--- config.mk ---
export PLATFORM = sky130hd
export DESIGN_NAME = day_night_ircut_switch
export DESIGN_NICKNAME = d
export VERILOG_FILES = /design/src/design/dnsw_pkg.sv /design/src/design/day_night_ircut_switch.sv /design/src/design/dnsw_core.sv
export SDC_FILE = /design/constraint.sdc
export NUM_CORES = 1
export LEC_CHECK = 0
export BUFFER_PORTS_ARGS = -buffer_cell sky130_fd_sc_hd__buf_2
export CAP_MARGIN = 20
export CELL_PAD_IN_SITES_DETAIL_PLACEMENT = 1
export CELL_PAD_IN_SITES_GLOBAL_PLACEMENT = 1
export CORE_MARGIN = 2
export CORE_UTILIZATION = 46
export DETAILED_ROUTE_END_ITERATION = 10
export HOLD_SLACK_MARGIN = 0.15
export PLACE_DENSITY_LB_ADDON = 0.1
export SETUP_SLACK_MARGIN = 0.1
export SLEW_MARGIN = 20
export SYNTH_ARGS = -nofsm -noshare
export SYNTH_HDL_FRONTEND = slang
export SYNTH_SLANG_ARGS = --single-unit
--- constraint.sdc ---
create_clock -name clk -period 6.3 [get_ports clk]
set_input_delay 0.315 -clock clk [delete_from_list [all_inputs] [get_ports clk]]
set_output_delay 0.315 -clock clk [all_outputs]
set_load 0.01 [all_outputs]
--- src/design/dnsw_pkg.sv ---
// Shared types, codes and constants of the day/night IR-cut switch controller.
`timescale 1ns / 1ps

package dnsw_pkg;

    localparam int ADC_BITS_DEF = 10;
    localparam int TIME_BITS_DEF = 16;

    localparam int ELAPSED_W = 12;
    localparam int LUMA_W = 8;
    localparam int HOLD_W = 16;
    localparam int SETTLE_W = 12;
    localparam int SAT_W = 8;
    localparam int WR_INDEX_W = 3;
    localparam int WR_DATA_W = 16;

    localparam int RESULT_BITS = 25;
    localparam int OUT_TDATA_W = ((RESULT_BITS + 7) / 8) * 8;

    localparam int ADC_THRESHOLD_RST = 80;
    localparam logic [LUMA_W-1:0] LUMA_DARK_LIMIT_RST = 8'd11;
    localparam logic [HOLD_W-1:0] HOLD_MS_RST = 16'd2000;
    localparam logic [SETTLE_W-1:0] SETTLE_MS_RST = 12'd350;
    localparam logic [SAT_W-1:0] SAT_DAY = 8'd128;
    localparam logic [SAT_W-1:0] SAT_NIGHT = 8'd0;

    localparam logic STATE_DAY = 1'b1;
    localparam logic STATE_NIGHT = 1'b0;

    typedef enum logic [1:0] {
        MODE_AUTO  = 2'd0,
        MODE_NIGHT = 2'd1,
        MODE_DAY   = 2'd2
    } ir_mode_t;

    typedef enum logic [WR_INDEX_W-1:0] {
        REG_IR_MODE         = 3'd0,
        REG_ADC_THRESHOLD   = 3'd1,
        REG_LUMA_DARK_LIMIT = 3'd2,
        REG_HOLD_MS         = 3'd3,
        REG_SETTLE_MS       = 3'd4
    } reg_index_t;

    typedef enum logic [1:0] {
        ACT_STATUS = 2'd0,
        ACT_PINS   = 2'd1,
        ACT_ISP    = 2'd2
    } action_t;

    typedef struct packed {
        action_t               action;
        logic                  color_mode;
        logic                  ir_light_on;
        logic                  ircut_level;
        logic [SAT_W-1:0]      isp_saturation;
        logic [SETTLE_W-1:0]   wait_after_ms;
        logic                  last_of_run;
    } result_t;

    function automatic result_t make_result(action_t act, logic st,
                                            logic [SETTLE_W-1:0] wait_ms, logic last);
        result_t r;
        r.action = act;
        r.color_mode = st;
        r.ir_light_on = ~st;
        r.ircut_level = ~st;
        r.isp_saturation = st ? SAT_DAY : SAT_NIGHT;
        r.wait_after_ms = wait_ms;
        r.last_of_run = last;
        return r;
    endfunction

endpackage

--- src/design/day_night_ircut_switch.sv ---
// Top level of the day/night IR-cut switch controller with stream ports.
//
// Channel    Direction  Transfer carries
// s_axis     in         one poll: elapsed_ms, avg_luma, adc_sample
// m_axis     out        one result step; tlast marks the last step of a poll
// wr_*       in         one configuration register write, no read-back
//
// A poll is taken into an input register and evaluated once the result buffer is
// empty or drains in that cycle. A poll gives one status result or two switch
// steps, sent one per cycle while m_axis_tready is high. The buffer lets a new
// poll be taken while a result still waits. Reset restores every configuration
// register to its default and the block to day colour.
`timescale 1ns / 1ps

module day_night_ircut_switch
    import dnsw_pkg::*;
#(
    parameter int ADC_BITS = ADC_BITS_DEF,
    parameter int TIME_BITS = TIME_BITS_DEF
)
(
    input  logic                  clk,
    input  logic                  rst_n,
    input  logic                  s_axis_tvalid,
    output logic                  s_axis_tready,
    // elapsed_ms [11:0], avg_luma [19:12], adc_sample [19+ADC_BITS:20], zero fill
    input  logic [((ELAPSED_W + LUMA_W + ADC_BITS + 7) / 8) * 8 - 1:0] s_axis_tdata,
    output logic                  m_axis_tvalid,
    input  logic                  m_axis_tready,
    // action [1:0], color_mode [2], ir_light_on [3], ircut_level [4],
    // isp_saturation [12:5], wait_after_ms [24:13], zero fill
    output logic [OUT_TDATA_W-1:0] m_axis_tdata,
    output logic                  m_axis_tlast,
    input  logic                  wr_en,
    input  logic [WR_INDEX_W-1:0] wr_index,
    input  logic [WR_DATA_W-1:0]  wr_data
);

    localparam int LUMA_LO = ELAPSED_W;
    localparam int ADC_LO = ELAPSED_W + LUMA_W;

    logic                 in_valid_reg;
    logic                 in_valid_next;
    logic [ELAPSED_W-1:0] elapsed_reg;
    logic [LUMA_W-1:0]    luma_reg;
    logic [ADC_BITS-1:0]  adc_reg;

    result_t              buf0_reg;
    result_t              buf0_next;
    result_t              buf1_reg;
    result_t              buf1_next;
    logic [1:0]           cnt_reg;
    logic [1:0]           cnt_next;

    result_t              res0;
    result_t              res1;
    logic                 two_results;
    logic                 step;
    logic                 s_fire;
    logic                 m_fire;

    assign m_fire = m_axis_tvalid && m_axis_tready;
    assign step = in_valid_reg && (cnt_reg == 2'd0 || (cnt_reg == 2'd1 && m_axis_tready));
    assign s_axis_tready = !in_valid_reg || step;
    assign s_fire = s_axis_tvalid && s_axis_tready;
    assign in_valid_next = s_fire || (in_valid_reg && !step);

    always_ff @(posedge clk or negedge rst_n)
    begin
        if (!rst_n)
        begin
            in_valid_reg <= 1'b0;
        end
        else
        begin
            in_valid_reg <= in_valid_next;
        end
    end

    always_ff @(posedge clk)
    begin
        if (s_fire)
        begin
            elapsed_reg <= s_axis_tdata[ELAPSED_W-1:0];
            luma_reg <= s_axis_tdata[LUMA_LO +: LUMA_W];
            adc_reg <= s_axis_tdata[ADC_LO +: ADC_BITS];
        end
    end

    dnsw_core #(
        .ADC_BITS  (ADC_BITS),
        .TIME_BITS (TIME_BITS)
    ) u_core (
        .clk         (clk),
        .rst_n       (rst_n),
        .wr_en       (wr_en),
        .wr_index    (wr_index),
        .wr_data     (wr_data),
        .step        (step),
        .elapsed_ms  (elapsed_reg),
        .avg_luma    (luma_reg),
        .adc_sample  (adc_reg),
        .res0        (res0),
        .res1        (res1),
        .two_results (two_results)
    );

    always_comb
    begin
        buf0_next = buf0_reg;
        buf1_next = buf1_reg;
        cnt_next = cnt_reg;
        priority if (step)
        begin
            buf0_next = res0;
            buf1_next = res1;
            cnt_next = two_results ? 2'd2 : 2'd1;
        end
        else if (m_fire)
        begin
            buf0_next = buf1_reg;
            cnt_next = cnt_reg - 2'd1;
        end
        else
        begin
            cnt_next = cnt_reg;
        end
    end

    always_ff @(posedge clk or negedge rst_n)
    begin
        if (!rst_n)
        begin
            cnt_reg <= 2'd0;
        end
        else
        begin
            cnt_reg <= cnt_next;
        end
    end

    always_ff @(posedge clk)
    begin
        buf0_reg <= buf0_next;
        buf1_reg <= buf1_next;
    end

    assign m_axis_tvalid = (cnt_reg != 2'd0);
    assign m_axis_tlast = buf0_reg.last_of_run;
    assign m_axis_tdata = {(OUT_TDATA_W - RESULT_BITS)'(0),
                           buf0_reg.wait_after_ms,
                           buf0_reg.isp_saturation,
                           buf0_reg.ircut_level,
                           buf0_reg.ir_light_on,
                           buf0_reg.color_mode,
                           buf0_reg.action};

    a_cnt_range: assert property (@(posedge clk) disable iff (!rst_n)
        cnt_reg != 2'd3)
        else $error("Result buffer count out of range.");

    a_first_not_last: assert property (@(posedge clk) disable iff (!rst_n)
        cnt_reg == 2'd2 |-> !buf0_reg.last_of_run)
        else $error("First step of a switch is marked as last.");

    a_step_gives_result: assert property (@(posedge clk) disable iff (!rst_n)
        step |=> m_axis_tvalid)
        else $error("An evaluated poll produced no result.");

    a_stall_holds_poll: assert property (@(posedge clk) disable iff (!rst_n)
        !s_axis_tready |-> in_valid_reg && cnt_reg != 2'd0)
        else $error("Input stalled with nothing pending.");

endmodule

--- src/design/dnsw_core.sv ---
// Configuration registers, day/night decision state and result generation.
`timescale 1ns / 1ps

module dnsw_core
    import dnsw_pkg::*;
#(
    parameter int ADC_BITS = ADC_BITS_DEF,
    parameter int TIME_BITS = TIME_BITS_DEF
)
(
    input  logic                  clk,
    input  logic                  rst_n,
    input  logic                  wr_en,
    input  logic [WR_INDEX_W-1:0] wr_index,
    input  logic [WR_DATA_W-1:0]  wr_data,
    input  logic                  step,
    input  logic [ELAPSED_W-1:0]  elapsed_ms,
    input  logic [LUMA_W-1:0]     avg_luma,
    input  logic [ADC_BITS-1:0]   adc_sample,
    output result_t               res0,
    output result_t               res1,
    output logic                  two_results
);

    localparam int CMP_W = (TIME_BITS > HOLD_W) ? TIME_BITS : HOLD_W;

    logic [1:0]           ir_mode_reg;
    logic [ADC_BITS-1:0]  adc_threshold_reg;
    logic [LUMA_W-1:0]    luma_dark_limit_reg;
    logic [HOLD_W-1:0]    hold_ms_reg;
    logic [SETTLE_W-1:0]  settle_ms_reg;

    logic                 wanted_reg;
    logic                 wanted_next;
    logic                 applied_reg;
    logic                 applied_next;
    logic [TIME_BITS-1:0] disagree_reg;
    logic [TIME_BITS-1:0] disagree_next;

    logic [TIME_BITS:0]   sum;
    logic [TIME_BITS-1:0] sum_sat;
    logic                 do_switch;

    always_ff @(posedge clk or negedge rst_n)
    begin
        if (!rst_n)
        begin
            ir_mode_reg <= MODE_AUTO;
            adc_threshold_reg <= ADC_BITS'(ADC_THRESHOLD_RST);
            luma_dark_limit_reg <= LUMA_DARK_LIMIT_RST;
            hold_ms_reg <= HOLD_MS_RST;
            settle_ms_reg <= SETTLE_MS_RST;
        end
        else if (wr_en)
        begin
            unique case (wr_index)
                REG_IR_MODE:         ir_mode_reg <= wr_data[1:0];
                REG_ADC_THRESHOLD:   adc_threshold_reg <= wr_data[ADC_BITS-1:0];
                REG_LUMA_DARK_LIMIT: luma_dark_limit_reg <= wr_data[LUMA_W-1:0];
                REG_HOLD_MS:         hold_ms_reg <= wr_data[HOLD_W-1:0];
                REG_SETTLE_MS:       settle_ms_reg <= wr_data[SETTLE_W-1:0];
                default:             ;
            endcase
        end
    end

    always_comb
    begin
        wanted_next = wanted_reg;
        unique case (ir_mode_reg)
            MODE_AUTO:
            begin
                if (avg_luma <= luma_dark_limit_reg && adc_sample < adc_threshold_reg)
                begin
                    wanted_next = STATE_NIGHT;
                end
                else if (adc_sample >= adc_threshold_reg)
                begin
                    wanted_next = STATE_DAY;
                end
            end
            MODE_NIGHT: wanted_next = STATE_NIGHT;
            MODE_DAY:   wanted_next = STATE_DAY;
            default:    wanted_next = wanted_reg;
        endcase
    end

    assign sum = {1'b0, disagree_reg} + (TIME_BITS + 1)'(elapsed_ms);
    assign sum_sat = sum[TIME_BITS] ? {TIME_BITS{1'b1}} : sum[TIME_BITS-1:0];
    assign do_switch = (wanted_next != applied_reg) &&
                       (CMP_W'(sum_sat) > CMP_W'(hold_ms_reg));

    always_comb
    begin
        applied_next = do_switch ? wanted_next : applied_reg;
        if (wanted_next == applied_reg || do_switch)
        begin
            disagree_next = '0;
        end
        else
        begin
            disagree_next = sum_sat;
        end
    end

    always_comb
    begin
        two_results = do_switch;
        if (!do_switch)
        begin
            res0 = make_result(ACT_STATUS, applied_reg, '0, 1'b1);
            res1 = make_result(ACT_STATUS, applied_reg, '0, 1'b1);
        end
        else if (wanted_next == STATE_DAY)
        begin
            res0 = make_result(ACT_PINS, STATE_DAY, settle_ms_reg, 1'b0);
            res1 = make_result(ACT_ISP, STATE_DAY, '0, 1'b1);
        end
        else
        begin
            res0 = make_result(ACT_ISP, STATE_NIGHT, settle_ms_reg, 1'b0);
            res1 = make_result(ACT_PINS, STATE_NIGHT, '0, 1'b1);
        end
    end

    always_ff @(posedge clk or negedge rst_n)
    begin
        if (!rst_n)
        begin
            wanted_reg <= STATE_DAY;
            applied_reg <= STATE_DAY;
            disagree_reg <= '0;
        end
        else if (step)
        begin
            wanted_reg <= wanted_next;
            applied_reg <= applied_next;
            disagree_reg <= disagree_next;
        end
    end

endmodule
==> reports/results.txt <==
XOR/XNOR Fraction of Synth Area = 1.17%
CP Launch Type = register
Crit-path max FO = 13
Initial antenna violation count = 0
Final Hold Slack = 90.3 ps
Ports = 91
Design Power = 3.18 mW
Max_cap viols = 0
Main synth FF type = edfxtp_1
Minimum clock period = 5320 ps
Syn-to-layout area delta = 23.6%
FP Rows = 41
Pwr dens = 429 nW/um^2
Simple-gate share of the synthesized area = 9.94%
Synth warnings = 0
CTS Buf Count = 17
Mux contribution to synthesized area = 6.92%
Data required, critical path = 6650 ps
Via count = 4232
Endpoint class of the critical path = register
Placed cell area = 6520 um^2
Slew @ Worst Pin = 1030 ps
Routed WL per cell = 17.9 um
Port Buffers = 74
Post-Synth Adder-Cell Area = 10.3%
Number of synthesized flops with an enable pin = 51
Via/cell ratio = 5.24
Antenna diodes = 0
Worst Hold Class = in2async
Placed Instances = 740
Clock root cell = clkbuf_16
Mapped Cells = 502
RSZ-0062 raised after global routing = false
Area of the core = 12700 um^2
First-pass GRT wire length = 23600 um
CTS H-tree depth = 4
DRC = 0
Synth cell types = 58
Cell area after layout = 7420 um^2
Dpl ws = 1130 ps
Final Max Slew Viols = 0
Chip Width = 118 um
Compound-Gate Fraction of Synth Area = 11.7%
Gr ovfl total = 0
Register area share after synthesis = 54.7%
Share of cells above drive strength 1 = 25.7%
Fraction of registers with async set/reset = 57.5%
Worst slew margin = 31.2%
Clock-pin slew on the worst setup and hold paths = 50 ps
Largest net degree at the start of global routing = 70
Setup ws final = 976 ps
Global-route usage over all layers = 22.0%
Fin util = 58.6%
Leakage power = 3.33 nW
Setup tns final = 0 ps
Worst-skew pair later-pin latency = 420 ps
F_max = 0.188 GHz
Final setup fails = 0
CTS Sinks = 120
1st-iter DRT viols = 161
Kind of critical path = reg2reg
Final ANT Viol Nets = 0
WL final = 14400 um
Initial core utilization = 47.4%
Gpl congestion = 0.835
Final Non-Filler Cells = 807
Number of synthesized register bits = 120
Combinational family with the most area after synthesis = compound AO/OA/AOI/OAI gates
Max IR drop VDD = 0.000216 V
Commonest non-fill, non-tap cell in the layout = buf_2
Final Hold Vio Count = 0
Drt pass-1 iters = 4
Die height = 118 um
Fin crit share = 84.5%
Most frequent cells in the layout = buf_2 (74), edfxtp_1 (51), dfrtp_1 (50)
Hpwl dp = 9690 um
Clk_skew = 10.1 ps
Mapped Area = 6000 um^2
Fill cells = 1358
Die area = 14000 um^2
Maximum buffer depth of the clock tree = 2
Final nets = 727
Vias in the first global route = 4673
Syn_area_per_cell = 12.0 um^2
Outcome = finished clean
Worst Path Arrival = 5670 ps
CTS tree = built
per-layer routing:
metal  GRT usage, %  part of all wire (%)
met2           38.2                    51
met5              0                     0
met4           8.06                   1.8
met1           26.7                    44
met3           5.07                   2.9
critical path, stage by stage, from the launching register on:
cell	delay [ps]
edfxtp_1	360
ha_1	240
fa_1	420
a21oi_2	200
o2111ai_2	210
a2111oi_2	480
nor3b_1	140
o31a_1	340
nand2_2	220
nand2b_1	130
ha_1	310
nor2b_1	140
o211ai_1	150
a21oi_1	100
o31ai_1	370
a21oi_1	310
nor2_1	870
a22o_1	250
cell usage after synthesis (all sizes together) (2+ instances only):
cell type  number  share of area, %
a211oi          5              0.63
a21boi          3              0.38
a21o            8               1.0
a21oi          23               2.0
a22o           13               1.9
a31oi           3              0.31
and2           17               1.8
and3            5              0.52
buf            17               2.1
clkbuf          7              0.44
dfrtp          50                21
dfstp          19               8.3
edfxtp         51                26
ha             48                10
inv            42               2.6
mux2           36               6.8
nand2          32               2.0
nand2b          6              0.63
nand3           8              0.67
nand4           8              0.83
nor2           17               1.1
nor2b           6              0.63
nor3            4              0.33
nor3b           4              0.50
o211ai          2              0.25
o21a            5              0.63
o21ai          29               2.4
o22a            2              0.29
or2             3              0.31
xnor2           5              0.73
xor2            3              0.44
power by group:
group | internal [mW] | switching [mW] | total [mW] | leakage, nW
Sequential | 1.08 | 0.0926 | 1.18 | 1.32
Clock | 0.590 | 0.332 | 0.922 | 0.265
Combinational | 0.449 | 0.637 | 1.09 | 1.75
Total | 2.12 | 1.06 | 3.18 | 3.33
cell families (layout without fill, tap and decap cells):
group | after synthesis | count (layout)
flip-flops | 120 | 120
adder cells (fa/ha/maj) | 49 | 49
AND/OR/NAND/NOR | 115 | 115
multiplexers | 37 | 37
other | 1 | 14
XOR/XNOR | 8 | 8
buffers and inverters | 67 | 187
AO/OA/AOI/OAI | 105 | 105
final cells by class:
class                   count  area, um^2  share of cell area (%)
clock buffers              27         473                    6.37
clock inverters             5        73.8                   0.995
inverters                  43         161                    2.17
multi-input cells         328        2470                    33.3
flip-flops and latches    120        3280                    44.2
well taps                 172         215                    2.90
repair buffers            112         743                    10.0
final timing paths:
| path | startpoint | end | slack (ps) | depth (start not counted) |
|---|---|---|---|---|
| max in group asynchronous | rst_n | u_core.hold_ms_reg[0] | 5580 | 2 |
| worst min-delay path | rst_n | u_core.disagree_reg[9] | 90 | 2 |
| worst min register to register | u_core.settle_ms_reg[0] | u_core.settle_ms_reg[0] | 500 | 1 |
| min in group clk | wr_data[10] | u_core.hold_ms_reg[10] | 160 | 2 |
| worst max register to register | elapsed_reg[0] | u_core.disagree_reg[1] | 980 | 17 |
| worst max-delay path | elapsed_reg[0] | u_core.disagree_reg[1] | 980 | 17 |
what timing repair did:
action / CTS / global route
gates resized for setup: 0 / 0
buffers inserted: 0 / 0
hold buffers: 34 / 1
endpoints found under the hold margin: 34 / 1
Note: power is estimated with default switching activity, not from simulation.
